--- config.mk ---
export PLATFORM = sky130hd
export DESIGN_NAME = bps_back
export DESIGN_NICKNAME = d
export VERILOG_FILES = /design/src/rtl/core/ball_project_bounce_step_unit_defines.svh /design/src/rtl/core/bps_pkg.sv /design/src/rtl/core/bps_back.sv
export SDC_FILE = /design/constraint.sdc
export NUM_CORES = 1
export LEC_CHECK = 0
export BUFFER_PORTS_ARGS = -buffer_cell sky130_fd_sc_hd__buf_2
export CAP_MARGIN = 25
export CORE_ASPECT_RATIO = 0.5
export CORE_MARGIN = 8
export CORE_UTILIZATION = 40
export CTS_CLUSTER_DIAMETER = 40
export DETAILED_ROUTE_END_ITERATION = 6
export SLEW_MARGIN = 10
export SYNTH_ARGS = -nofsm -noshare
export SYNTH_HDL_FRONTEND = slang
export SYNTH_SLANG_ARGS = --single-unit
export TNS_END_PERCENT = 5
--- constraint.sdc ---
create_clock -name clk -period 3.9 [get_ports clk]
set_input_delay 0.585 -clock clk [delete_from_list [all_inputs] [get_ports clk]]
set_output_delay 0.585 -clock clk [all_outputs]
set_load 0.02 [all_outputs]
--- src/rtl/core/ball_project_bounce_step_unit_defines.svh ---
// Assertion macros for the ball projection and bounce step unit.
`ifndef BALL_PROJECT_BOUNCE_STEP_UNIT_DEFINES_SVH
`define BALL_PROJECT_BOUNCE_STEP_UNIT_DEFINES_SVH

// The consequent must hold in the same cycle as the antecedent.
`define BPS_ASSERT_SAME(name, pre, post, msg) \
	name: assert property (@(posedge clk) disable iff (!arst_n) (pre) |-> (post)) \
		else $error(msg);

// The consequent must hold in the cycle after the antecedent.
`define BPS_ASSERT_NEXT(name, pre, post, msg) \
	name: assert property (@(posedge clk) disable iff (!arst_n) (pre) |=> (post)) \
		else $error(msg);

`endif

--- src/rtl/core/bps_pkg.sv ---
// Shared types and constants of the ball projection and bounce step unit.
`timescale 1ns / 1ps
package bps_pkg;

	localparam int SCREEN_W   = 320;
	localparam int SCREEN_H   = 200;
	localparam int COL_W      = $clog2(SCREEN_W);
	localparam int ROW_W      = $clog2(SCREEN_H);
	localparam int DEPTH_BIAS = 9000;
	localparam int CENTER_COL = 160;
	localparam int CENTER_ROW = 100;
	localparam int SHADOW_NUM = 524288;

	localparam int DIV_NW     = 24;
	localparam int DIV_DW     = 16;
	localparam int DIV_BPS    = 2;
	localparam int DIV_STAGES = DIV_NW / DIV_BPS;
	localparam int NLANE      = 3;
	localparam int LANE_COL   = 0;
	localparam int LANE_SROW  = 1;
	localparam int LANE_ROW   = 2;

	localparam int CFG_IDX_W  = 3;

	typedef enum logic [CFG_IDX_W-1:0] {
		REG_ROT_COS      = 3'd0,
		REG_ROT_SIN      = 3'd1,
		REG_GRAVITY_STEP = 3'd2,
		REG_BOUNCE_GAIN  = 3'd3,
		REG_FLOOR_LEVEL  = 3'd4
	} cfg_reg_t;

	typedef struct packed {
		logic signed [15:0] rot_cos;
		logic signed [15:0] rot_sin;
		logic signed [7:0]  gravity_step;
		logic [4:0]         bounce_gain;
		logic signed [15:0] floor_level;
	} bps_cfg_t;

	typedef struct packed {
		logic signed [15:0] old_y;
		logic signed [15:0] old_v;
		logic signed [15:0] new_y;
		logic signed [15:0] new_v;
		logic               dpos;
		logic [5:0]         shade;
		logic               col_neg;
		logic               row_neg;
	} bps_side_t;

	typedef struct packed {
		logic [NLANE-1:0][DIV_NW-1:0] num;
		logic [DIV_DW-1:0]            den;
		bps_side_t                    side;
	} bps_div_req_t;

	typedef struct packed {
		logic [NLANE-1:0][DIV_NW-1:0] quo;
		bps_side_t                    side;
	} bps_div_rsp_t;

	typedef struct packed {
		logic signed [15:0] new_y;
		logic signed [15:0] new_vel;
		logic [15:0]        shadow_addr;
		logic               shadow_on;
		logic [15:0]        ball_addr;
		logic               ball_on;
		logic [7:0]         shade_index;
	} bps_result_t;

endpackage

--- src/rtl/core/bps_back.sv ---
// Back pipeline: signed quotients, screen tests, pixel addresses and output register.
`timescale 1ns / 1ps
module bps_back (
	input  logic                  clk,
	input  logic                  arst_n,
	input  logic                  in_valid,
	output logic                  in_ready,
	input  bps_pkg::bps_div_rsp_t rsp,
	output logic                  out_valid,
	input  logic                  out_ready,
	output bps_pkg::bps_result_t  res
);
	import bps_pkg::*;

	logic            v_s17, v_s18, r17, r18;
	logic [COL_W-1:0] col_s17;
	logic [ROW_W-1:0] srow_s17, row_s17;
	logic            son_s17, bon_s17;
	bps_side_t       side_s17;
	bps_result_t     res_s18;

	logic signed [25:0] cq, col_full, rq, row_full;
	logic [24:0]        srow_full;
	logic               col_ok, srow_ok, row_ok;

	assign r18 = !v_s18 || out_ready;
	assign r17 = !v_s17 || r18;
	assign in_ready  = r17;
	assign out_valid = v_s18;
	assign res       = res_s18;

	always_comb begin
		cq = $signed(26'(rsp.quo[LANE_COL]));
		if (rsp.side.col_neg) cq = -cq;
		rq = $signed(26'(rsp.quo[LANE_ROW]));
		if (rsp.side.row_neg) rq = -rq;
		col_full  = cq + 26'(CENTER_COL);
		row_full  = rq + 26'(CENTER_ROW);
		srow_full = 25'(rsp.quo[LANE_SROW]) + 25'(CENTER_ROW);
		col_ok    = col_full >= 0 && col_full < 26'(SCREEN_W);
		row_ok    = row_full >= 0 && row_full < 26'(SCREEN_H);
		srow_ok   = srow_full < 25'(SCREEN_H);
	end

	always_ff @(posedge clk or negedge arst_n) begin
		if (!arst_n) begin
			v_s17 <= 1'b0;
			v_s18 <= 1'b0;
		end else begin
			if (r17) v_s17 <= in_valid;
			if (r18) v_s18 <= v_s17;
		end
	end

	always_ff @(posedge clk) begin
		if (in_valid && r17) begin
			col_s17  <= col_full[COL_W-1:0];
			srow_s17 <= srow_full[ROW_W-1:0];
			row_s17  <= row_full[ROW_W-1:0];
			son_s17  <= rsp.side.dpos && col_ok && srow_ok;
			bon_s17  <= rsp.side.dpos && col_ok && srow_ok && row_ok;
			side_s17 <= rsp.side;
		end
		if (v_s17 && r18) begin
			res_s18.shadow_on   <= son_s17;
			res_s18.ball_on     <= bon_s17;
			res_s18.new_y       <= son_s17 ? side_s17.new_y : side_s17.old_y;
			res_s18.new_vel     <= son_s17 ? side_s17.new_v : side_s17.old_v;
			res_s18.shadow_addr <= son_s17 ?
				16'(32'(srow_s17) * 32'(SCREEN_W) + 32'(col_s17)) : 16'd0;
			res_s18.ball_addr   <= bon_s17 ?
				16'(32'(row_s17) * 32'(SCREEN_W) + 32'(col_s17)) : 16'd0;
			res_s18.shade_index <= bon_s17 ? {side_s17.shade, 2'b00} : 8'd0;
		end
	end

endmodule

* Word-level counts from Yosys, hierarchy flattened
Index checks and enable logic that the tools add are counted.
Cells by class: magnitude comparators 5, reductions and logical operators 11, $mul 2, muxes and demuxes 4, $add $sub $neg 7
Operator list (number):
- $ge A26 B1 Y1 const B | 2
- $mux W26 | 2
- $neg A24 Y26 | 2
- $add A16 B9 Y16 | 2
- $mux W16 | 2
- $add A26 B8 Y26 const B | 1
- $add A26 B9 Y26 const B | 1
- $lt A26 B10 Y1 const B | 1
- $lt A26 B9 Y1 const B | 1
- $add A24 B7 Y25 const B | 1
- $lt A25 B8 Y1 const B | 1
- $mul A8 B3 Y10 const B | 2
- $logic_and A1 B1 Y1 | 7
- $logic_not A1 Y1 | 2
- $logic_or A1 B1 Y1 | 2
Word-level totals: register bits 173, output and inout bits 76

* Depth between registers and ports, before layout
depth in word-level cells 8, gate-level depth with buffers 17

* Least setup slack after synthesis
OpenSTA, ideal clock, no wires.
path type input -> register, from in rsp[0] (netlist bit), to reg bon_s17, data pin, slack -0.224 ns, arrival time 3.990 ns, buffers on the path 4, data required time 3.766 ns, setup time 0.134 ns, stages on the path 15, cell sequence clkbuf_1 > clkbuf_1 > clkbuf_1 > clkbuf_1 > nand2b_1 > xnor2_1 > ha_1 > inv_1 > o211ai_1 > or4b_2 > nor3b_1 > and3_1 > o21ai_0 > nor4_1 > and4_1
On the way: longest elaborated chain between the ends 5, elaborated cells between the ends (all ways) 6
Ends and longest elaborated chain:
- start: declaration | line bps_back.sv:8 | input bps_pkg::bps_div_rsp_t rsp,
- $mux W26 (*) | line bps_back.sv:36 | if (rsp.side.row_neg) rq = -rq;
- $add A26 B8 Y26 (*) | line bps_back.sv:38 | row_full = rq + 26'(CENTER_ROW);
- $ge A26 B1 Y1 / $lt A26 B9 Y1 (equally long branches) | line bps_back.sv:41 | row_ok = row_full >= 0 && row_full < 26'(SCREEN_H);
- $logic_and A1 B1 Y1 (*) | line bps_back.sv:41
- $logic_and A1 B1 Y1 (*) | line bps_back.sv:61 | bon_s17 <= rsp.side.dpos && col_ok && srow_ok && row_ok;
- end signal: assignment | line bps_back.sv:61
- end: declaration | line bps_back.sv:18 | logic son_s17, bon_s17;
Mark *: on every way between the ends. The rest lies on a longest branch, timed or not. A chain may end at the register's enable or synchronous reset.

* Worst setup path after layout
from in rsp[74] (netlist bit), to reg bon_s17, data pin
On the way: longest elaborated chain between the ends 8, elaborated cells between the ends (all ways) 9
Ends and longest elaborated chain:
- $neg A24 Y26 | line bps_back.sv:34 | if (rsp.side.col_neg) cq = -cq;
- $mux W26 (*) | line bps_back.sv:34
- $add A26 B9 Y26 (*) | line bps_back.sv:37 | col_full = cq + 26'(CENTER_COL);
- $ge A26 B1 Y1 / $lt A26 B10 Y1 (equally long branches) | line bps_back.sv:40 | col_ok = col_full >= 0 && col_full < 26'(SCREEN_W);
- $logic_and A1 B1 Y1 (*) | line bps_back.sv:40
- $logic_and A1 B1 Y1 (*) (3 in a row) | line bps_back.sv:61
Marked as above.

==> results.toml <==
[status]
outcome = "complete, no violations"

[timing]
tightest_slew_ps = 764
min_period_over_period_pct = 94.1
rsz0062_at_grt = "no"
finalSetupViolCount = 0
period_minus_slack_ps = 3670
holdWs_ps = 330
slew_violations = 0
finClkSkew_ps = 16.6
layout_setup_ws_ps = 232
hold_viol = 0
slew_headroom_pct = 49.1
fmax_mhz = 273

[detailed_routing]
antenna_left = 0
drc_errors = 0
via_count = 7685
wl_met3_um = 982
drt-initial-drc-count = 494
top_layer = "met4"
drt_first_pass_iters = 5
viasPerCell = 5.11
wl_met1_um = 11500
wire_per_inst_um = 17.0
routed_wl_um = 25600
dr_wl_met2_um = 12900

[clocking]
clockBufferDepth = 2
htree_levels = 4
clk_latency_ps = 430
numCtsBuffers = 17
cts_setup_buffers = 0
root_buffer = "clkbuf_16"
clock_sinks = 171
clk_pin_slew_ps = 70
cts_tree = "yes"

[critical_path]
end_kind = "register"
crit_fanout = 5
worstSetupPathType = "in -> reg"
worst_ep_required_time_ps = 4190
arrival_ps = 3960
worstSetupStartpointType = "primary input"

[placed_design]
gp_congestion = 0.877
port_buffers = 222
hpwl_um = 19700
placed_cell_area_mm2 = 0.0119
post-place-ws_ps = -244

[pwr]
peakVddDrop_mv = 0.241
totalPowerFinal_mw = 5.04
p_leak_nw = 4.88
p_per_area_mw_per_mm2 = 401

[floorplan]
die_h_um = 128
num_rows = 41
pin_count = 225
coreArea_mm2 = 0.0250
initial_core_util_pct = 40.4
fp.dieW_um = 241
dieArea_mm2 = 0.0309

[grt]
grtUsageTotal_pct = 16.2
gr-total-overflow = 0
grt_max_degree = 73
antenna_found_initial = 1
grt_pass1_wl_um = 39900
grt_pass1_vias = 7636

[synth]
synth_area_per_cell_um2 = 11.5
seq_area_frac_synth_pct = 50.8
synth_edf_count = 169
async_flop_share_pct = 1.17
synth-seq-cells = 171
yosys_warnings = 0
synthTopCellsByArea = "edfxtp_1 (50%), ha_1 (4.3%), xnor2_1 (4.1%)"
synth_area_leader_cell = "edfxtp_1"
syn_inst = 881
post_synth_num_cell_types = 78
ys.flop_type = "edfxtp_1"
netlist.area_leader.share_pct = 50.3
netlist_area_mm2 = 0.0101

[final_layout]
layout_common_cells = "buf_2 (222), edfxtp_1 (169), buf_4 (60)"
final_cell_area_mm2 = 0.0126
finalNetCount = 1334
area_growth_pct = 24.8
drive_gt1_share_pct = 32.6
final_common_cell = "buf_2"

[worst_hold_path]
hold_path.class = "in -> reg"

[job]
drv_cap = 0
[critical path: stages]
cell       delay (ps)
buf_2             120
inv_1              70
ha_1              230
or4b_2            650
o41ai_1           350
xor2_1            150
a311o_1           400
o211a_1           240
nor4_1            310
o2111ai_1         240
a2111oi_4         390
and4_1            230
[cell usage after synthesis, types with 10 or more instances]
cell,count
edfxtp_1,169
xor2_1,36
nand3_1,15
nor2_1,38
or3_1,17
nand2_1,44
xnor2_1,47
and2_1,34
ha_1,35
inv_1,32
nor3b_1,11
nor3_1,30
o21ai_0,44
mux2_2,33
a21oi_1,28
or4_1,10
clkbuf_1,30
nand2b_1,13
o31ai_1,12
nand4_1,15
nor2b_1,19
[where the power goes]
part	internal (mW)	switching, mW
logic	0.465	0.638
clock network	0.949	0.728
registers	2.21	0.0486
[layer usage]
layer	track usage, %	vias to the layer above
met4	3.20	0
li1	-	3871
met3	3.24	14
met5	0	-
met2	28.9	149
met1	20.3	3651
[kinds of logic (layout without fill, tap and decap cells)]
family          count (synthesis)  after routing  synth area share, %
xor+xnor                       84             84                 7.37
simple gates                  301            301                 17.6
other cells                     1              3               0.0372
fa+ha+maj                      39             39                 5.13
compound gates                172            172                 11.7
flops                         171            171                 50.8
buf+inv                        72            349                 2.88
mux                            41             41                 4.49
[timing repair]
item,in CTS,in global routing
setup endpoints to repair,0,1
hold buffers,1,0
gates resized for setup,0,1
hold endpoints to repair,2,0
[stage by stage]
| stage | instances | utilization [%] | TNS, ps |
|---|---|---|---|
| global route | 1504 | 50.4 | 0 |
| CTS | 1502 | 50.2 | 0 |
| global placement | 1469 | 47.8 | -60.6 |
| floorplan | 882 | - | 0 |
| detailed placement | 1469 | 47.8 | -337 |
| finish | 1504 | 50.4 | 0 |
[worst paths after layout]
check | cells past startpoint | slack [ps] | from | endpoint
hold / removal | 1 | 330 | rsp[62] | side_s17[62]
min in group asynchronous | 2 | 490 | arst_n | out_valid
hold reg to reg | 1 | 520 | v_s17 | out_valid
setup reg to reg | 9 | 1200 | row_s17[2] | res[23]
max in group asynchronous | 2 | 3320 | arst_n | v_s17
setup / recovery | 12 | 230 | rsp[74] | bon_s17
[sequential cells by signal, indices dropped and copies added, names as in the netlist]
| register | cells |
|---|---|
| bon_s17 | 1 |
| col_s17 | 9 |
| out_valid | 1 |
| res | 72 |
| row_s17 | 8 |
| side_s17 | 70 |
| son_s17 | 1 |
| srow_s17 | 8 |
| v_s17 | 1 |
[layout make-up]
cell class	instances	area, um^2
multi-input combinational	639	4690
inverter	32	120
clock buffer	20	467
timing repair buffer	285	1620
antenna	1	2.50
tap	344	430
sequential	171	5120
clock inverter	12	131
fill	2250	12400
No activity file was read; power rests on OpenSTA's default activity.
