==> config.mk <==
export PLATFORM = sky130hd
export DESIGN_NAME = bps_div
export DESIGN_NICKNAME = d
export VERILOG_FILES = /design/src/rtl/core/ball_project_bounce_step_unit_defines.svh /design/src/rtl/core/bps_pkg.sv /design/src/rtl/core/bps_div.sv
export SDC_FILE = /design/constraint.sdc
export NUM_CORES = 2
export LEC_CHECK = 0
export BUFFER_PORTS_ARGS = -buffer_cell sky130_fd_sc_hd__buf_4
export CAP_MARGIN = 20
export CORE_MARGIN = 8
export CORE_UTILIZATION = 63
export CTS_CLUSTER_SIZE = 28
export DETAILED_ROUTE_END_ITERATION = 7
export PLACE_DENSITY = 0.9
export SLEW_MARGIN = 20
export SYNTH_ARGS = -nofsm -noshare
export SYNTH_HDL_FRONTEND = slang
export SYNTH_SLANG_ARGS = --single-unit
==> constraint.sdc <==
create_clock -name clk -period 29.7 [get_ports clk]
set_input_delay 7.425 -clock clk [delete_from_list [all_inputs] [get_ports clk]]
set_output_delay 7.425 -clock clk [all_outputs]
set_load 0.05 [all_outputs]
==> src/rtl/core/ball_project_bounce_step_unit_defines.svh <==
// Assertion macros for the ball projection and bounce step unit.
`ifndef BALL_PROJECT_BOUNCE_STEP_UNIT_DEFINES_SVH
`define BALL_PROJECT_BOUNCE_STEP_UNIT_DEFINES_SVH

// The consequent must hold in the same cycle as the antecedent.
`define BPS_ASSERT_SAME(name, pre, post, msg) \
	name: assert property (@(posedge clk) disable iff (!arst_n) (pre) |-> (post)) \
		else $error(msg);

// The consequent must hold in the cycle after the antecedent.
`define BPS_ASSERT_NEXT(name, pre, post, msg) \
	name: assert property (@(posedge clk) disable iff (!arst_n) (pre) |=> (post)) \
		else $error(msg);

`endif

==> src/rtl/core/bps_pkg.sv <==
// Shared types and constants of the ball projection and bounce step unit.
`timescale 1ns / 1ps
package bps_pkg;

	localparam int SCREEN_W   = 320;
	localparam int SCREEN_H   = 200;
	localparam int COL_W      = $clog2(SCREEN_W);
	localparam int ROW_W      = $clog2(SCREEN_H);
	localparam int DEPTH_BIAS = 9000;
	localparam int CENTER_COL = 160;
	localparam int CENTER_ROW = 100;
	localparam int SHADOW_NUM = 524288;

	localparam int DIV_NW     = 24;
	localparam int DIV_DW     = 16;
	localparam int DIV_BPS    = 2;
	localparam int DIV_STAGES = DIV_NW / DIV_BPS;
	localparam int NLANE      = 3;
	localparam int LANE_COL   = 0;
	localparam int LANE_SROW  = 1;
	localparam int LANE_ROW   = 2;

	localparam int CFG_IDX_W  = 3;

	typedef enum logic [CFG_IDX_W-1:0] {
		REG_ROT_COS      = 3'd0,
		REG_ROT_SIN      = 3'd1,
		REG_GRAVITY_STEP = 3'd2,
		REG_BOUNCE_GAIN  = 3'd3,
		REG_FLOOR_LEVEL  = 3'd4
	} cfg_reg_t;

	typedef struct packed {
		logic signed [15:0] rot_cos;
		logic signed [15:0] rot_sin;
		logic signed [7:0]  gravity_step;
		logic [4:0]         bounce_gain;
		logic signed [15:0] floor_level;
	} bps_cfg_t;

	typedef struct packed {
		logic signed [15:0] old_y;
		logic signed [15:0] old_v;
		logic signed [15:0] new_y;
		logic signed [15:0] new_v;
		logic               dpos;
		logic [5:0]         shade;
		logic               col_neg;
		logic               row_neg;
	} bps_side_t;

	typedef struct packed {
		logic [NLANE-1:0][DIV_NW-1:0] num;
		logic [DIV_DW-1:0]            den;
		bps_side_t                    side;
	} bps_div_req_t;

	typedef struct packed {
		logic [NLANE-1:0][DIV_NW-1:0] quo;
		bps_side_t                    side;
	} bps_div_rsp_t;

	typedef struct packed {
		logic signed [15:0] new_y;
		logic signed [15:0] new_vel;
		logic [15:0]        shadow_addr;
		logic               shadow_on;
		logic [15:0]        ball_addr;
		logic               ball_on;
		logic [7:0]         shade_index;
	} bps_result_t;

endpackage

==> src/rtl/core/bps_div.sv <==
// Pipelined three-lane restoring divider sharing one divisor, two quotient bits per stage.
`timescale 1ns / 1ps
module bps_div (
	input  logic                  clk,
	input  logic                  arst_n,
	input  logic                  in_valid,
	output logic                  in_ready,
	input  bps_pkg::bps_div_req_t req,
	output logic                  out_valid,
	input  logic                  out_ready,
	output bps_pkg::bps_div_rsp_t rsp
);
	import bps_pkg::*;

	typedef struct packed {
		logic [DIV_NW-1:0] num;
		logic [DIV_DW-1:0] rem;
		logic [DIV_NW-1:0] quo;
	} lane_t;

	function automatic lane_t div_step(lane_t a, logic [DIV_DW-1:0] den);
		lane_t           r;
		logic [DIV_DW:0] trial;
		r = a;
		for (int i = 0; i < DIV_BPS; i++) begin
			trial = {r.rem, r.num[DIV_NW-1]};
			r.num = {r.num[DIV_NW-2:0], 1'b0};
			if (trial >= {1'b0, den}) begin
				r.rem = DIV_DW'(trial - {1'b0, den});
				r.quo = {r.quo[DIV_NW-2:0], 1'b1};
			end else begin
				r.rem = trial[DIV_DW-1:0];
				r.quo = {r.quo[DIV_NW-2:0], 1'b0};
			end
		end
		return r;
	endfunction

	lane_t             lane_s [DIV_STAGES][NLANE];
	logic [DIV_DW-1:0] den_s  [DIV_STAGES];
	bps_side_t         side_s [DIV_STAGES];
	logic              v_s    [DIV_STAGES];
	logic              rdy    [DIV_STAGES+1];
	lane_t             nxt    [DIV_STAGES][NLANE];

	always_comb begin
		rdy[DIV_STAGES] = out_ready;
		for (int k = DIV_STAGES - 1; k >= 0; k--) begin
			rdy[k] = !v_s[k] || rdy[k+1];
		end
	end

	always_comb begin
		for (int l = 0; l < NLANE; l++) begin
			nxt[0][l] = div_step(lane_t'{num: req.num[l], rem: '0, quo: '0}, req.den);
			for (int k = 1; k < DIV_STAGES; k++) begin
				nxt[k][l] = div_step(lane_s[k-1][l], den_s[k-1]);
			end
		end
	end

	always_ff @(posedge clk or negedge arst_n) begin
		if (!arst_n) begin
			for (int k = 0; k < DIV_STAGES; k++) v_s[k] <= 1'b0;
		end else begin
			if (rdy[0]) v_s[0] <= in_valid;
			for (int k = 1; k < DIV_STAGES; k++) begin
				if (rdy[k]) v_s[k] <= v_s[k-1];
			end
		end
	end

	always_ff @(posedge clk) begin
		if (in_valid && rdy[0]) begin
			lane_s[0] <= nxt[0];
			den_s[0]  <= req.den;
			side_s[0] <= req.side;
		end
		for (int k = 1; k < DIV_STAGES; k++) begin
			if (v_s[k-1] && rdy[k]) begin
				lane_s[k] <= nxt[k];
				den_s[k]  <= den_s[k-1];
				side_s[k] <= side_s[k-1];
			end
		end
	end

	assign in_ready  = rdy[0];
	assign out_valid = v_s[DIV_STAGES-1];

	always_comb begin
		for (int l = 0; l < NLANE; l++) rsp.quo[l] = lane_s[DIV_STAGES-1][l].quo;
		rsp.side = side_s[DIV_STAGES-1];
	end

endmodule

# Yosys cells after proc, flatten, opt, wreduce, memory -nomap -nowiden
# Memory sizes are Yosys's and may differ from the RTL's.
# Cells that the tools add are included.
# W data, S select, Z words.
dict set report word_totals {
  reg_bits 12
  ram_bits 3300
  output_inout_bits 147
  elab_cells 291
  memories 3
}
dict set report classes {
  add_sub_neg 72
  n_lt_le_gt_ge 72
  mux 96
  n_reduce_logical 36
}
# name words word_bits read_ports rd_clocked_by_memory_dff write_ports line_no
set memory_table {}
lappend memory_table {lane_s 12 186 12 0 12 bps_div.sv:39} ;# lane_t lane_s [DIV_STAGES][NLANE];
lappend memory_table {side_s 12 73 12 0 12 bps_div.sv:41} ;# bps_side_t side_s [DIV_STAGES];
lappend memory_table {den_s 12 16 11 0 12 bps_div.sv:40} ;# logic [DIV_DW-1:0] den_s [DIV_STAGES];
# cell count
set op_table {}
lappend op_table {{$mux W40} 72}
lappend op_table {{$ge A17 B16 Y1} 69}
lappend op_table {{$sub A16 B16 Y16} 69}
lappend op_table {{$ge A1 B16 Y1} 3}
lappend op_table {{$sub A1 B16 Y16} 3}
lappend op_table {{$mux W1} 24}
lappend op_table {{$logic_and A1 B1 Y1} 12}
lappend op_table {{$logic_not A1 Y1} 12}
lappend op_table {{$logic_or A1 B1 Y1} 12}

# Logic depth before layout (Yosys ltp)
dict set report logic_depth {
  depth_word 16
  ltp_mapped 24
  mapped_depth_nobuf 23
}

# Worst setup path before layout
# No wires, ideal clock.
dict set report synth_timing {
  path_kind {input port to flip-flop}
  startpoint {in out_ready}
  endpoint {mem den_s[5][0] (enable)}
  arrival_time_ns 18.067
  path_slack_ns 10.729
  stages 4
  path_buffers 0
  cell_sequence {nor2b_1 -> nand3_1 -> nor2_1 -> a31oi_1}
}
# element line_no
set synth_rtl {}
lappend synth_rtl {{start, declared} bps_div.sv:10} ;# input logic out_ready,
lappend synth_rtl {{end, declared} bps_div.sv:40}

# Worst setup path in the final report
dict set report layout_timing {
  startpoint {in out_ready}
  endpoint {out in_ready}
}
dict set report layout_between {
  elab_chain_cells 12
}
# element line_no
set layout_lines {}
lappend layout_lines {{$logic_or A1 B1 Y1 (12 in a row)} bps_div.sv:49} ;# rdy[k] = !v_s[k] || rdy[k+1];
lappend layout_lines {{end, declared} bps_div.sv:7} ;# output logic in_ready,
# No other way between the ends.

==> summary.txt <==
Critical path
  • FF-to-FF Start: den_s[1][3]
  • Crit path required time: 22270 ps
  • Critical path's largest stage delay: 440 ps
  • Top delay family on crit path: simple AND/OR/NAND/NOR gates
  • Critical path class: in -> out
  • Critical Path AT: 9820 ps
  • CP Launch Type: input pin
  • Buf/Inv on CP: 2
  • Worst-path cell chain: buf_4, nor2b_1, nand3_1, nor2_1, nand3_1, nor2_1, and3_1, nand3_1, buf_4
  • Worst setup EP type: output pin
  • Terminus of the critical flop-to-flop path: lane_s[0][473]
  • Crit path launch: out_ready
  • Slowest CP cell: nor2_1
  • CP Max Fanout: 5
  • Reg2Reg Setup Slack: 21910 ps
  • Register-to-Register Path Depth: 21
  • Most frequent CP cell: nand3_1

Floorplan
  • Row cnt: 170
  • Core area: 214000 um^2
  • Die Y-Extent: 479 um
  • DIE WIDTH: 479 um
  • Starting density of the core: 63.1%
  • Area of the die: 229000 um^2
  • I/O pin total: 312

Yosys
  • Mean Syn Cell Area: 12.5 um^2
  • Distinct cell type count after synthesis: 112
  • Ys flop type: edfxtp_1
  • Post-Syn Nets: 12100
  • Post-synth EDFFs: 2444
  • Number of synthesized register bits: 2456
  • Register area share after synthesis: 54.6%
  • FFs w/ async S/R, synth: 0.489%
  • Synth Cell Area: 135000 um^2
  • Mapped Cells: 10800
  • Yosys warns: 0

Timing
  • Relative slew margins: 22.8%
  • Tcrit/Tclk final: 58.1%
  • Fmax: 0.0580 GHz
  • RSZ-0062 raised after global routing: no
  • Fin crit period: 17240 ps
  • Final setup vio count: 0
  • Worst Tran Pin Value: 1160 ps
  • Hold Vio Cnt, Final: 0
  • Final Skew: 159 ps
  • Setup tns final: 0 ps
  • Post-route setup slack: 12460 ps
  • Slew Viols, Final: 0

Min path
  • Hold path endpoint: side_s[2][190]
  • Hold Crit Depth: 0
  • Worst Min Path Start: side_s[2][117]
  • Tightest Hold Check Type: reg -> reg

Detailed routing
  • Vias post-DR: 92200
  • Via/cell ratio: 6.49
  • Drc violations: 65
  • WL/cell: 26.0 um
  • Post-route ant nets: 0
  • Wirelength, routed: 369 mm
  • Starting DRC count in detailed routing: 9844
  • TritonRoute pass-1 iters: 8

Global route
  • Initial antenna violation count: 14
  • Pin count of the biggest net entering global routing: 113
  • First-pass GRT wire length: 551 mm
  • Vias in the first global route: 92700
  • Top Usage Layer GRT: met2
  • Met2 Use GR: 53.0%
  • Met3 GRT Util: 5.88%
  • Total gr overflow: 0
  • Met1 usage: 36.2%
  • GRT Resource Usage Total: 31.2%

Finish
  • Layout cells sized above 1: 13.3%
  • Syn-to-layout area delta: 9.78%
  • Fin area: 148000 um^2
  • Final net count: 12500

Clocking
  • Root buf cell: clkbuf_16
  • Worst skew pair latency: 990 ps
  • CTS Buffer Depth: 3
  • Post CTS Setup Buffer Count: 0
  • CTS buffer count: 236
  • H-Tree Depth: 4
  • CTS sink cnt: 2456
  • CTS tree: built
  • Reg clk slew, reported paths: 70 ps
  • Hold-fix buffers, CTS: 0
  • # resized after CTS: 0

Placed design
  • Gpl congestion: 0.980
  • Detailed Place HPWL: 256 mm
  • Placed Area: 140000 um^2
  • I/O Buffers: 311
  • Pre-CTS setup slack: 12520 ps

Job
  • Max-cap violations: 0

Status
  • Failing checks: design-rule violations
  • Status: finished with violations
==> layer usage <==
metal | up-vias | routed length [um]
li1 | 41500 | -
met1 | 44200 | 135000
met2 | 4896 | 178000
met3 | 1576 | 27200
met4 | 6 | 29100
met5 | - | 35
==> sequential cells by signal, indices dropped and copies added (netlist names) <==
register   cells
v_s           11
out_valid      1
side_s       876
lane_s      1392
den_s        176
==> layout by cell type (no fill, tap or decap), drive strengths merged, types with 48 or more instances in the layout <==
master / instances
nor3: 221
or3: 52
a21oi: 758
nand2b: 147
xor2: 274
and3: 52
nor2: 652
inv: 581
nor4: 57
o211ai: 52
clkbuf: 288
nand3: 146
a21o: 254
o31ai: 56
ha: 1110
a211oi: 80
fa: 66
buf: 408
mux2: 639
edfxtp: 2444
a31oi: 75
nand4: 126
and2: 48
o21ai: 600
nor2b: 136
nand2: 519
xnor2: 528
mux2i: 61
o21a: 151
o21bai: 85
clkinv: 103
==> worst reg2reg max path, cell delays in order (launching register included) <==
cell and delay (ps):
edfxtp_1 450, inv_1 400, ha_1 390, a21o_1 190, a21oi_1 250, nand3_1 190
a2111oi_2 400, or2_1 240, nand4_2 170, and2_2 440, a21oi_1 470, ha_1 360
nor2b_1 190, o21ai_1 280, nand4_1 200, a311oi_1 750, o31ai_1 190, a21oi_1 310
o21ai_1 100, buf_4 170, a211oi_4 800, mux2_2 560
==> area by class of cell <==
type	instances	area, um^2
timing repair buffer	408	3110
fill	14100	65700
clock inverter	161	2020
tap	2838	3550
multi-input combinational	7478	57500
clock buffer	288	6130
antenna	11	27.5
inverter	566	2120
sequential	2456	73700
==> how the worst max path moves through the flow <==
| stage | endpoint | depth (start not counted) |
|---|---|---|
| CTS | in_ready | 9 |
| finish | in_ready | 9 |
| global placement | in_ready | 9 |
| global route | in_ready | 9 |
| floorplan | den_s[5][0] | 4 |
| detailed placement | in_ready | 9 |
==> metrics by stage <==
step	util, %	cells	hold WS [ps]
after global placement	65.4	13700	400
after CTS	69.2	14200	368
final	69.3	14200	385
after global routing	69.3	14200	374
after detailed placement	65.4	13700	405
after floorplan	-	10800	400
==> cells in the mapped netlist (56+ instances only) <==
| master | count | area share [%] |
|---|---|---|
| xnor2_1 | 528 | 3.4 |
| buf_4 | 153 | 0.85 |
| a21oi_1 | 755 | 2.8 |
| nor2b_1 | 136 | 0.63 |
| a21o_1 | 254 | 1.4 |
| ha_1 | 1110 | 10 |
| nand2_1 | 519 | 1.4 |
| nor2_1 | 651 | 1.8 |
| a31oi_1 | 75 | 0.35 |
| nand3_1 | 145 | 0.54 |
| nand4_1 | 125 | 0.58 |
| mux2i_1 | 61 | 0.45 |
| inv_1 | 560 | 1.6 |
| o21bai_1 | 84 | 0.47 |
| a211oi_1 | 77 | 0.43 |
| nand2b_1 | 147 | 0.68 |
| fa_1 | 66 | 0.98 |
| edfxtp_1 | 2444 | 54 |
| xor2_1 | 274 | 1.8 |
| nor4_1 | 56 | 0.26 |
| mux2_2 | 582 | 4.9 |
| o21a_1 | 151 | 0.84 |
| o21ai_0 | 574 | 2.1 |
| nor3_1 | 216 | 0.80 |
| clkbuf_1 | 66 | 0.18 |
==> logic make-up after synthesis <==
logic type,after synthesis,synth area share [%]
adder cells (fa/ha/maj),1176,11.3
multiplexers,700,5.81
buffers and inverters,847,2.87
AND/OR/NAND/NOR,2281,8.25
XOR/XNOR,802,5.21
AO/OA/AOI/OAI,2519,12.0
flip-flops,2456,54.6
Power is left out: the tool's default activity adds up to more than one toggle a clock period on the data nets, which glitch-free logic cannot reach.
