===== src/rtl/core/ball_project_bounce_step_unit_defines.svh =====
// Assertion macros for the ball projection and bounce step unit.
`ifndef BALL_PROJECT_BOUNCE_STEP_UNIT_DEFINES_SVH
`define BALL_PROJECT_BOUNCE_STEP_UNIT_DEFINES_SVH

// The consequent must hold in the same cycle as the antecedent.
`define BPS_ASSERT_SAME(name, pre, post, msg) \
	name: assert property (@(posedge clk) disable iff (!arst_n) (pre) |-> (post)) \
		else $error(msg);

// The consequent must hold in the cycle after the antecedent.
`define BPS_ASSERT_NEXT(name, pre, post, msg) \
	name: assert property (@(posedge clk) disable iff (!arst_n) (pre) |=> (post)) \
		else $error(msg);

`endif


===== src/rtl/core/bps_pkg.sv =====
// Shared types and constants of the ball projection and bounce step unit.
`timescale 1ns / 1ps
package bps_pkg;

	localparam int SCREEN_W   = 320;
	localparam int SCREEN_H   = 200;
	localparam int COL_W      = $clog2(SCREEN_W);
	localparam int ROW_W      = $clog2(SCREEN_H);
	localparam int DEPTH_BIAS = 9000;
	localparam int CENTER_COL = 160;
	localparam int CENTER_ROW = 100;
	localparam int SHADOW_NUM = 524288;

	localparam int DIV_NW     = 24;
	localparam int DIV_DW     = 16;
	localparam int DIV_BPS    = 2;
	localparam int DIV_STAGES = DIV_NW / DIV_BPS;
	localparam int NLANE      = 3;
	localparam int LANE_COL   = 0;
	localparam int LANE_SROW  = 1;
	localparam int LANE_ROW   = 2;

	localparam int CFG_IDX_W  = 3;

	typedef enum logic [CFG_IDX_W-1:0] {
		REG_ROT_COS      = 3'd0,
		REG_ROT_SIN      = 3'd1,
		REG_GRAVITY_STEP = 3'd2,
		REG_BOUNCE_GAIN  = 3'd3,
		REG_FLOOR_LEVEL  = 3'd4
	} cfg_reg_t;

	typedef struct packed {
		logic signed [15:0] rot_cos;
		logic signed [15:0] rot_sin;
		logic signed [7:0]  gravity_step;
		logic [4:0]         bounce_gain;
		logic signed [15:0] floor_level;
	} bps_cfg_t;

	typedef struct packed {
		logic signed [15:0] old_y;
		logic signed [15:0] old_v;
		logic signed [15:0] new_y;
		logic signed [15:0] new_v;
		logic               dpos;
		logic [5:0]         shade;
		logic               col_neg;
		logic               row_neg;
	} bps_side_t;

	typedef struct packed {
		logic [NLANE-1:0][DIV_NW-1:0] num;
		logic [DIV_DW-1:0]            den;
		bps_side_t                    side;
	} bps_div_req_t;

	typedef struct packed {
		logic [NLANE-1:0][DIV_NW-1:0] quo;
		bps_side_t                    side;
	} bps_div_rsp_t;

	typedef struct packed {
		logic signed [15:0] new_y;
		logic signed [15:0] new_vel;
		logic [15:0]        shadow_addr;
		logic               shadow_on;
		logic [15:0]        ball_addr;
		logic               ball_on;
		logic [7:0]         shade_index;
	} bps_result_t;

endpackage


===== src/rtl/core/bps_front.sv =====
// Front pipeline: rotation products, gravity, bounce, depth and divider operands.
`timescale 1ns / 1ps
module bps_front (
	input  logic                  clk,
	input  logic                  arst_n,
	input  bps_pkg::bps_cfg_t     cfg,
	input  logic                  in_valid,
	output logic                  in_ready,
	input  logic signed [15:0]    pos_x,
	input  logic signed [15:0]    pos_y,
	input  logic signed [15:0]    pos_z,
	input  logic signed [15:0]    vel_y,
	output logic                  out_valid,
	input  logic                  out_ready,
	output bps_pkg::bps_div_req_t req
);
	import bps_pkg::*;

	logic v_s1, v_s2, v_s3, v_s4;
	logic r1, r2, r3, r4;

	logic signed [31:0] p_zc_s1, p_xs_s1, p_zs_s1, p_xc_s1;
	logic signed [15:0] y_s1, v0_s1, ny_s1, nv_s1;

	logic signed [17:0] depth_s2;
	logic signed [24:0] t_s2;
	logic signed [22:0] bprod_s2;
	logic               bnc_s2;
	logic signed [15:0] y_s2, v0_s2, ny_s2, nv_s2;

	logic signed [17:0] depth_s3;
	logic signed [25:0] nc_s3;
	logic signed [15:0] y_s3, v0_s3, ny_s3, nv_s3;

	bps_div_req_t req_s4;

	logic signed [15:0] g16, nv_c, ny_c;
	logic signed [32:0] ddiff, tsum, dq, tq;
	logic signed [24:0] t8;
	logic signed [22:0] bq;
	logic signed [15:0] bv;
	logic signed [25:0] nc_mag;
	logic signed [22:0] rn, rn_mag;
	logic               dpos;

	assign r4 = !v_s4 || out_ready;
	assign r3 = !v_s3 || r4;
	assign r2 = !v_s2 || r3;
	assign r1 = !v_s1 || r2;
	assign in_ready  = r1;
	assign out_valid = v_s4;
	assign req       = req_s4;

	always_comb begin
		g16   = 16'(cfg.gravity_step);
		nv_c  = vel_y + g16;
		ny_c  = pos_y + nv_c;
		ddiff = 33'(p_zc_s1) - 33'(p_xs_s1);
		tsum  = 33'(p_zs_s1) + 33'(p_xc_s1);
		dq    = (ddiff + (ddiff < 0 ? 33'sd65535 : 33'sd0)) >>> 16;
		tq    = (tsum + (tsum < 0 ? 33'sd255 : 33'sd0)) >>> 8;
		t8    = (t_s2 + (t_s2 < 0 ? 25'sd7 : 25'sd0)) >>> 3;
		bq    = (bprod_s2 + (bprod_s2 < 0 ? 23'sd15 : 23'sd0)) >>> 4;
		bv    = 16'(bq);
		nc_mag = nc_s3 < 0 ? -nc_s3 : nc_s3;
		rn     = 23'(ny_s3) <<< 6;
		rn_mag = rn < 0 ? -rn : rn;
		dpos   = depth_s3 > 0;
	end

	always_ff @(posedge clk or negedge arst_n) begin
		if (!arst_n) begin
			v_s1 <= 1'b0;
			v_s2 <= 1'b0;
			v_s3 <= 1'b0;
			v_s4 <= 1'b0;
		end else begin
			if (r1) v_s1 <= in_valid;
			if (r2) v_s2 <= v_s1;
			if (r3) v_s3 <= v_s2;
			if (r4) v_s4 <= v_s3;
		end
	end

	always_ff @(posedge clk) begin
		if (in_valid && r1) begin
			p_zc_s1 <= pos_z * cfg.rot_cos;
			p_xs_s1 <= pos_x * cfg.rot_sin;
			p_zs_s1 <= pos_z * cfg.rot_sin;
			p_xc_s1 <= pos_x * cfg.rot_cos;
			y_s1    <= pos_y;
			v0_s1   <= vel_y;
			ny_s1   <= ny_c;
			nv_s1   <= nv_c;
		end
		if (v_s1 && r2) begin
			depth_s2 <= 18'(dq) + 18'(DEPTH_BIAS);
			t_s2     <= 25'(tq);
			bprod_s2 <= -(23'(nv_s1) * 23'($signed({1'b0, cfg.bounce_gain})));
			bnc_s2   <= ny_s1 >= cfg.floor_level;
			y_s2     <= y_s1;
			v0_s2    <= v0_s1;
			ny_s2    <= ny_s1;
			nv_s2    <= nv_s1;
		end
		if (v_s2 && r3) begin
			depth_s3 <= depth_s2;
			nc_s3    <= 26'(t_s2) + 26'(t8);
			y_s3     <= y_s2;
			v0_s3    <= v0_s2;
			if (bnc_s2) begin
				ny_s3 <= ny_s2 + bv;
				nv_s3 <= bv;
			end else begin
				ny_s3 <= ny_s2;
				nv_s3 <= nv_s2;
			end
		end
		if (v_s3 && r4) begin
			req_s4.num[LANE_COL]  <= DIV_NW'(nc_mag);
			req_s4.num[LANE_SROW] <= DIV_NW'(SHADOW_NUM);
			req_s4.num[LANE_ROW]  <= DIV_NW'(rn_mag);
			req_s4.den            <= dpos ? DIV_DW'(depth_s3) : DIV_DW'(1);
			req_s4.side.old_y     <= y_s3;
			req_s4.side.old_v     <= v0_s3;
			req_s4.side.new_y     <= ny_s3;
			req_s4.side.new_v     <= nv_s3;
			req_s4.side.dpos      <= dpos;
			req_s4.side.shade     <= depth_s3[13:8];
			req_s4.side.col_neg   <= nc_s3 < 0;
			req_s4.side.row_neg   <= rn < 0;
		end
	end

endmodule


===== config.mk =====
export PLATFORM = sky130hd
export DESIGN_NAME = bps_front
export DESIGN_NICKNAME = d
export VERILOG_FILES = /design/src/rtl/core/ball_project_bounce_step_unit_defines.svh /design/src/rtl/core/bps_pkg.sv /design/src/rtl/core/bps_front.sv
export SDC_FILE = /design/constraint.sdc
export NUM_CORES = 2
export LEC_CHECK = 0
export ABC_AREA = 0
export BUFFER_PORTS_ARGS = -buffer_cell sky130_fd_sc_hd__clkbuf_2
export CAP_MARGIN = 10
export CORE_AREA = 5 5 378 380
export DETAILED_ROUTE_END_ITERATION = 12
export DIE_AREA = 0 0 383 385
export PLACE_DENSITY_LB_ADDON = 0.1
export SLEW_MARGIN = 20
export SYNTH_ARGS = -nofsm -noshare
export SYNTH_HDL_FRONTEND = slang
export SYNTH_SLANG_ARGS = --single-unit
export TNS_END_PERCENT = 20

===== constraint.sdc =====
create_clock -name clk -period 20.3 [get_ports clk]
set_clock_uncertainty 0.05 [all_clocks]
set_input_delay 1.015 -clock clk [delete_from_list [all_inputs] [get_ports clk]]
set_output_delay 1.015 -clock clk [all_outputs]
set_load 0.05 [all_outputs]

== After elaboration in Yosys (flattened, before gate mapping) ==
Cells that the tools add are included.
Cells by class
  $mul: 5
  muxes and demuxes: 8
  add/subtract/negate cells: 14
  magnitude comparators: 8
  reductions and logical operators: 12
Operator list (number)
  $mul 16x16->32: 4
  $lt 33x1->1 const B: 2
  $mux 16: 3
  $neg 22->23: 2
  $add 32x32->33: 1
  $add 33x17->33: 1
  $add 33x9->33: 1
  $sub 32x32->33: 1
  $add 16x16->16: 2
  $add 25x22->26: 1
  $lt 26x1->1 const B: 1
  $add 25x4->25: 1
  $lt 25x1->1 const B: 1
  $mux 24: 1
  $neg 24->24: 1
  $lt 23x1->1 const B: 1
  $mux 23: 1
  $lt 22x1->1 const B: 1
  $mul 16x6->22: 1
  $add 20x5->20: 1
  $add 17x15->18 const B: 1
  $gt 18x1->1 const B: 1
  $add 16x8->16: 1
  $ge 16x16->1: 1
  other kinds (6): 15
Storage, ports and cells
  bits in registers: 571
  logic and storage cells: 85
  bits of input ports: 129

== Longest topological paths before layout ==
  depth after elaboration: 6
  gate-level depth with buffers: 31

== Least setup slack after synthesis ==
No wires, ideal clock.
  kind: input -> register
  start: in out_ready
  end: reg req_s4, in the netlist req[100] (enable)
  setup time: 632 ps
  data arrival time: 6754 ps
  slack: 12864 ps
  stages on the path: 2
  cells stage by stage: nor2b_1 nor2b_1
Between the ends
  cells in the longest elaborated chain, start to end: 2
RTL lines
  from (decl): RTL line bps_front.sv:14  | input logic out_ready,
  $logic_or 1x1->1: RTL line bps_front.sv:46  | assign r4 = !v_s4 || out_ready;
  $logic_and 1x1->1: RTL line bps_front.sv:119  | if (v_s3 && r4) begin
  to (decl): RTL line bps_front.sv:35  | bps_div_req_t req_s4;
No other way between the ends.
A chain may end at the register's enable or synchronous reset.

== Final worst setup path ==
  start: in cfg[46] (netlist name)
  end: reg p_zc_s1[31] (data pin)
Between the ends
  cells in the longest elaborated chain, start to end: 1
RTL lines
  from (decl): RTL line bps_front.sv:6  | input bps_pkg::bps_cfg_t cfg,
  $mul 16x16->32: RTL line bps_front.sv:87  | p_zc_s1 <= pos_z * cfg.rot_cos;
  to (signal assigned): RTL line bps_front.sv:87
  to (decl): RTL line bps_front.sv:22  | logic signed [31:0] p_zc_s1, p_xs_s1, p_zs_s1, p_xc_s1;
No other way between the ends.

==> results.cfg <==
[drt]
ant_nets = 0
post_drt_wl_per_cell_um = 19.5
drtIter0Drc = 2488
post-route-drc-count = 0
drt_wl_total_um = 170000
vias_per_cell = 5.27
vias = 46000
firstDrtPassIters = 6

[timing]
grt_setup_unrepaired = false
fmax_mhz = 123
worst_slack_ns = 12.18
finalSetupTns_ns = 0
tightestPinTransition_ns = 1.17
relSlewSlack_pct = 19.8
finalSetupViolations = 0
hold_viol_final = 0
slew_viol_final = 0
fin_crit_sh_pct = 40.0
post-route-min-period_ns = 8.12

[critical_path]
crit_type = primary input to flip-flop
end_kind = flip-flop
crit_path_start_kind = primary input
crit_arrival_ns = 8.51
path_cells = clkbuf_2, and2_1, fa_1, inv_1, fa_1, inv_1, ha_1, inv_1, fa_1, fa_1, fa_1, inv_1, ha_1, a21oi_1, o21ai_0, a41oi_1, a21oi_1, o41ai_1, o21ai_0, o41ai_1, o21ai_0, o211ai_1, nor2_1, a211oi_1
crit_path_max_fanout = 32
cp_data_required_time_ns = 20.69
crit_path_frequent_cell = fa_1
cp_slowest_stage_delay_ns = 0.60
slowest_stage = o41ai_1

[yosys]
yosys.area_share.simple_pct = 12.6
yosys_register_bits = 560
synth_top_area_share_pct = 32.0
synth_edf_count = 556
synth_area_leaders = fa_1, edfxtp_1, ha_1, inv_1, and2_1
synth_compound_area_share_pct = 6.26
synth_xor_area_share_pct = 4.82
synth_top_family_by_area = adder cells
synth_top_area_cell = fa_1
synthCells = 6714
synth_adder_area_share_pct = 42.1
synth.mux.area_fraction_pct = 0.519
synth-main-ff-cell = edfxtp_1
yosysUniqueCellTypes = 95
async_reset_ff_share_pct = 0.714
synth_area_per_cell_um2 = 10.3
synth_warnings = 0
synthesis.area_mm2 = 0.0692
ys_seq_area_share_pct = 24.3

[floorplanning]
core_area_mm2 = 0.139
die_w_um = 383
rows = 137
die-area_mm2 = 0.147
die_y_um = 385
top_level_ports = 292
start_util_pct = 49.8

[layout]
area_growth_pct = 7.53
drive_gt1_share_pct = 7.34
layout.nets = 8664
stdcell_count = 8736
nFillCells = 12400
utilization_pct = 53.6

[clock_network]
clkTransAtPathRegs_ns = 0.06
cts_buffer_depth = 3
clk_latency_ns = 0.66
cts_tree = done
cts-hold-fix-buffers = 0
numCtsBuffers = 67
cts_setup_buffers = 0
ctsResizeCount = 0
clock_sinks = 560
cts_max_level = 3
root_buffer = clkbuf_16

[global_route]
antenna_found_initial = 19
grt_pass1_vias = 49700
grt_max_degree = 139
grtUsageTotal_pct = 23.7
gr-total-overflow = 0
grt_first_pass_wirelength_um = 273000

[placement]
hpwl_um = 134000
gp_congestion = 0.859
portBuffers = 261
dp_cells = 8607
pre_cts_ws_ns = 11.48

[outcome]
status = complete, no violations

[hold_path]
hold_class = primary input to async pin

[run]
max_cap_viol_count = 0
[area by class of cell]
cell class	count	area, um2	share of cell area, %
Multi-Input combinational cell	4496	46000	61.9
Sequential cell	560	16800	22.6
Inverter	1438	5400	7.26
Tap cell	1807	2260	3.04
Clock buffer	74	1700	2.29
Timing Repair Buffer	306	1660	2.23
Clock inverter	47	510	0.686
Antenna cell	8	20.0	0.0269
[per-layer routing]
metal / part of all wire, % / up-vias / global-route usage [%]
met2: 47 / 1152 / 39.8
met5: 0.020 / - / 0
met1: 44 / 23400 / 31.9
met3: 6.7 / 244 / 4.72
li1: - / 21300 / -
met4: 2.1 / 4 / 5.79
[registers in the layout (all words and copies together) (netlist names), 18 cells and up]
name	count
nc_s3	25
depth_s2	18
p_xs_s1	32
p_zs_s1	32
p_xc_s1	32
t_s2	25
depth_s3	18
req	128
p_zc_s1	32
bprod_s2	21
[worst max-delay path: cells and delay by family]
family                     cells  cell delay, ns
AOI/OAI and AO/OA             10            3.34
adders and majority gates      7            2.94
buffers and inverters          5            0.68
and+or+nand+nor                2            0.50
[path summary, 6_finish.rpt]
| kind | endpoint | startpoint | cells after the start | slack [ns] |
|---|---|---|---|---|
| min in group clk | req[19] | nv_s3[10] | 0 | 0.36 |
| max | p_zc_s1[31] | cfg[46] | 24 | 12.18 |
| min | out_valid | arst_n | 1 | 0.12 |
| max reg2reg | depth_s2[17] | p_zc_s1[0] | 31 | 13.23 |
| max in group asynchronous | v_s2 | arst_n | 1 | 19.96 |
| min reg2reg | req[19] | nv_s3[10] | 0 | 0.36 |
[layout by cell type, fill, tap and decap left out, drive strengths merged, types with 45 or more instances in the layout]
master,count
nor2,193
fa,1105
edfxtp,556
ha,561
nor2b,45
nand2,663
a21o,65
clkbuf,335
o21ai,104
and2,524
buf,45
nand2b,49
xnor2,299
xor2,82
nor3,58
inv,1448
o21bai,69
a21oi,208
nand3,65
[through the flow]
stage	hold slack (ns)	area, um2
2_1_floorplan	0.350	69300
3_3_place_gp	0.350	72200
3_5_place_dp	0.355	72200
4_1_cts	0.0520	74400
5_1_grt	0.0962	74400
6_report	0.118	74400
[Yosys cell counts, types with 34 or more instances]
library cell  number
nand2_1          663
a21o_1            64
and2_1           524
nand3_1           65
buf_4             34
a21oi_1          200
xor2_1            82
edfxtp_1         556
o21bai_1          68
nor2b_1           45
inv_1           1437
fa_1            1105
clkbuf_1         205
ha_1             561
xnor2_1          299
nand2b_1          49
o21ai_0          101
nor3_1            56
nor2_1           192
[kinds of logic (layout without fill, tap and decap cells)]
kind of cell,Yosys count,count (layout)
XOR/XNOR,381,381
other,2,39
multiplexers,32,32
flip-flops,560,560
AND/OR/NAND/NOR,1740,1740
adder cells (fa/ha/maj),1666,1666
AO/OA/AOI/OAI,646,646
buffers and inverters,1687,1865
Power is not shown: default switching activity piles up to over one toggle a cycle in this logic, so the estimate is an artifact.
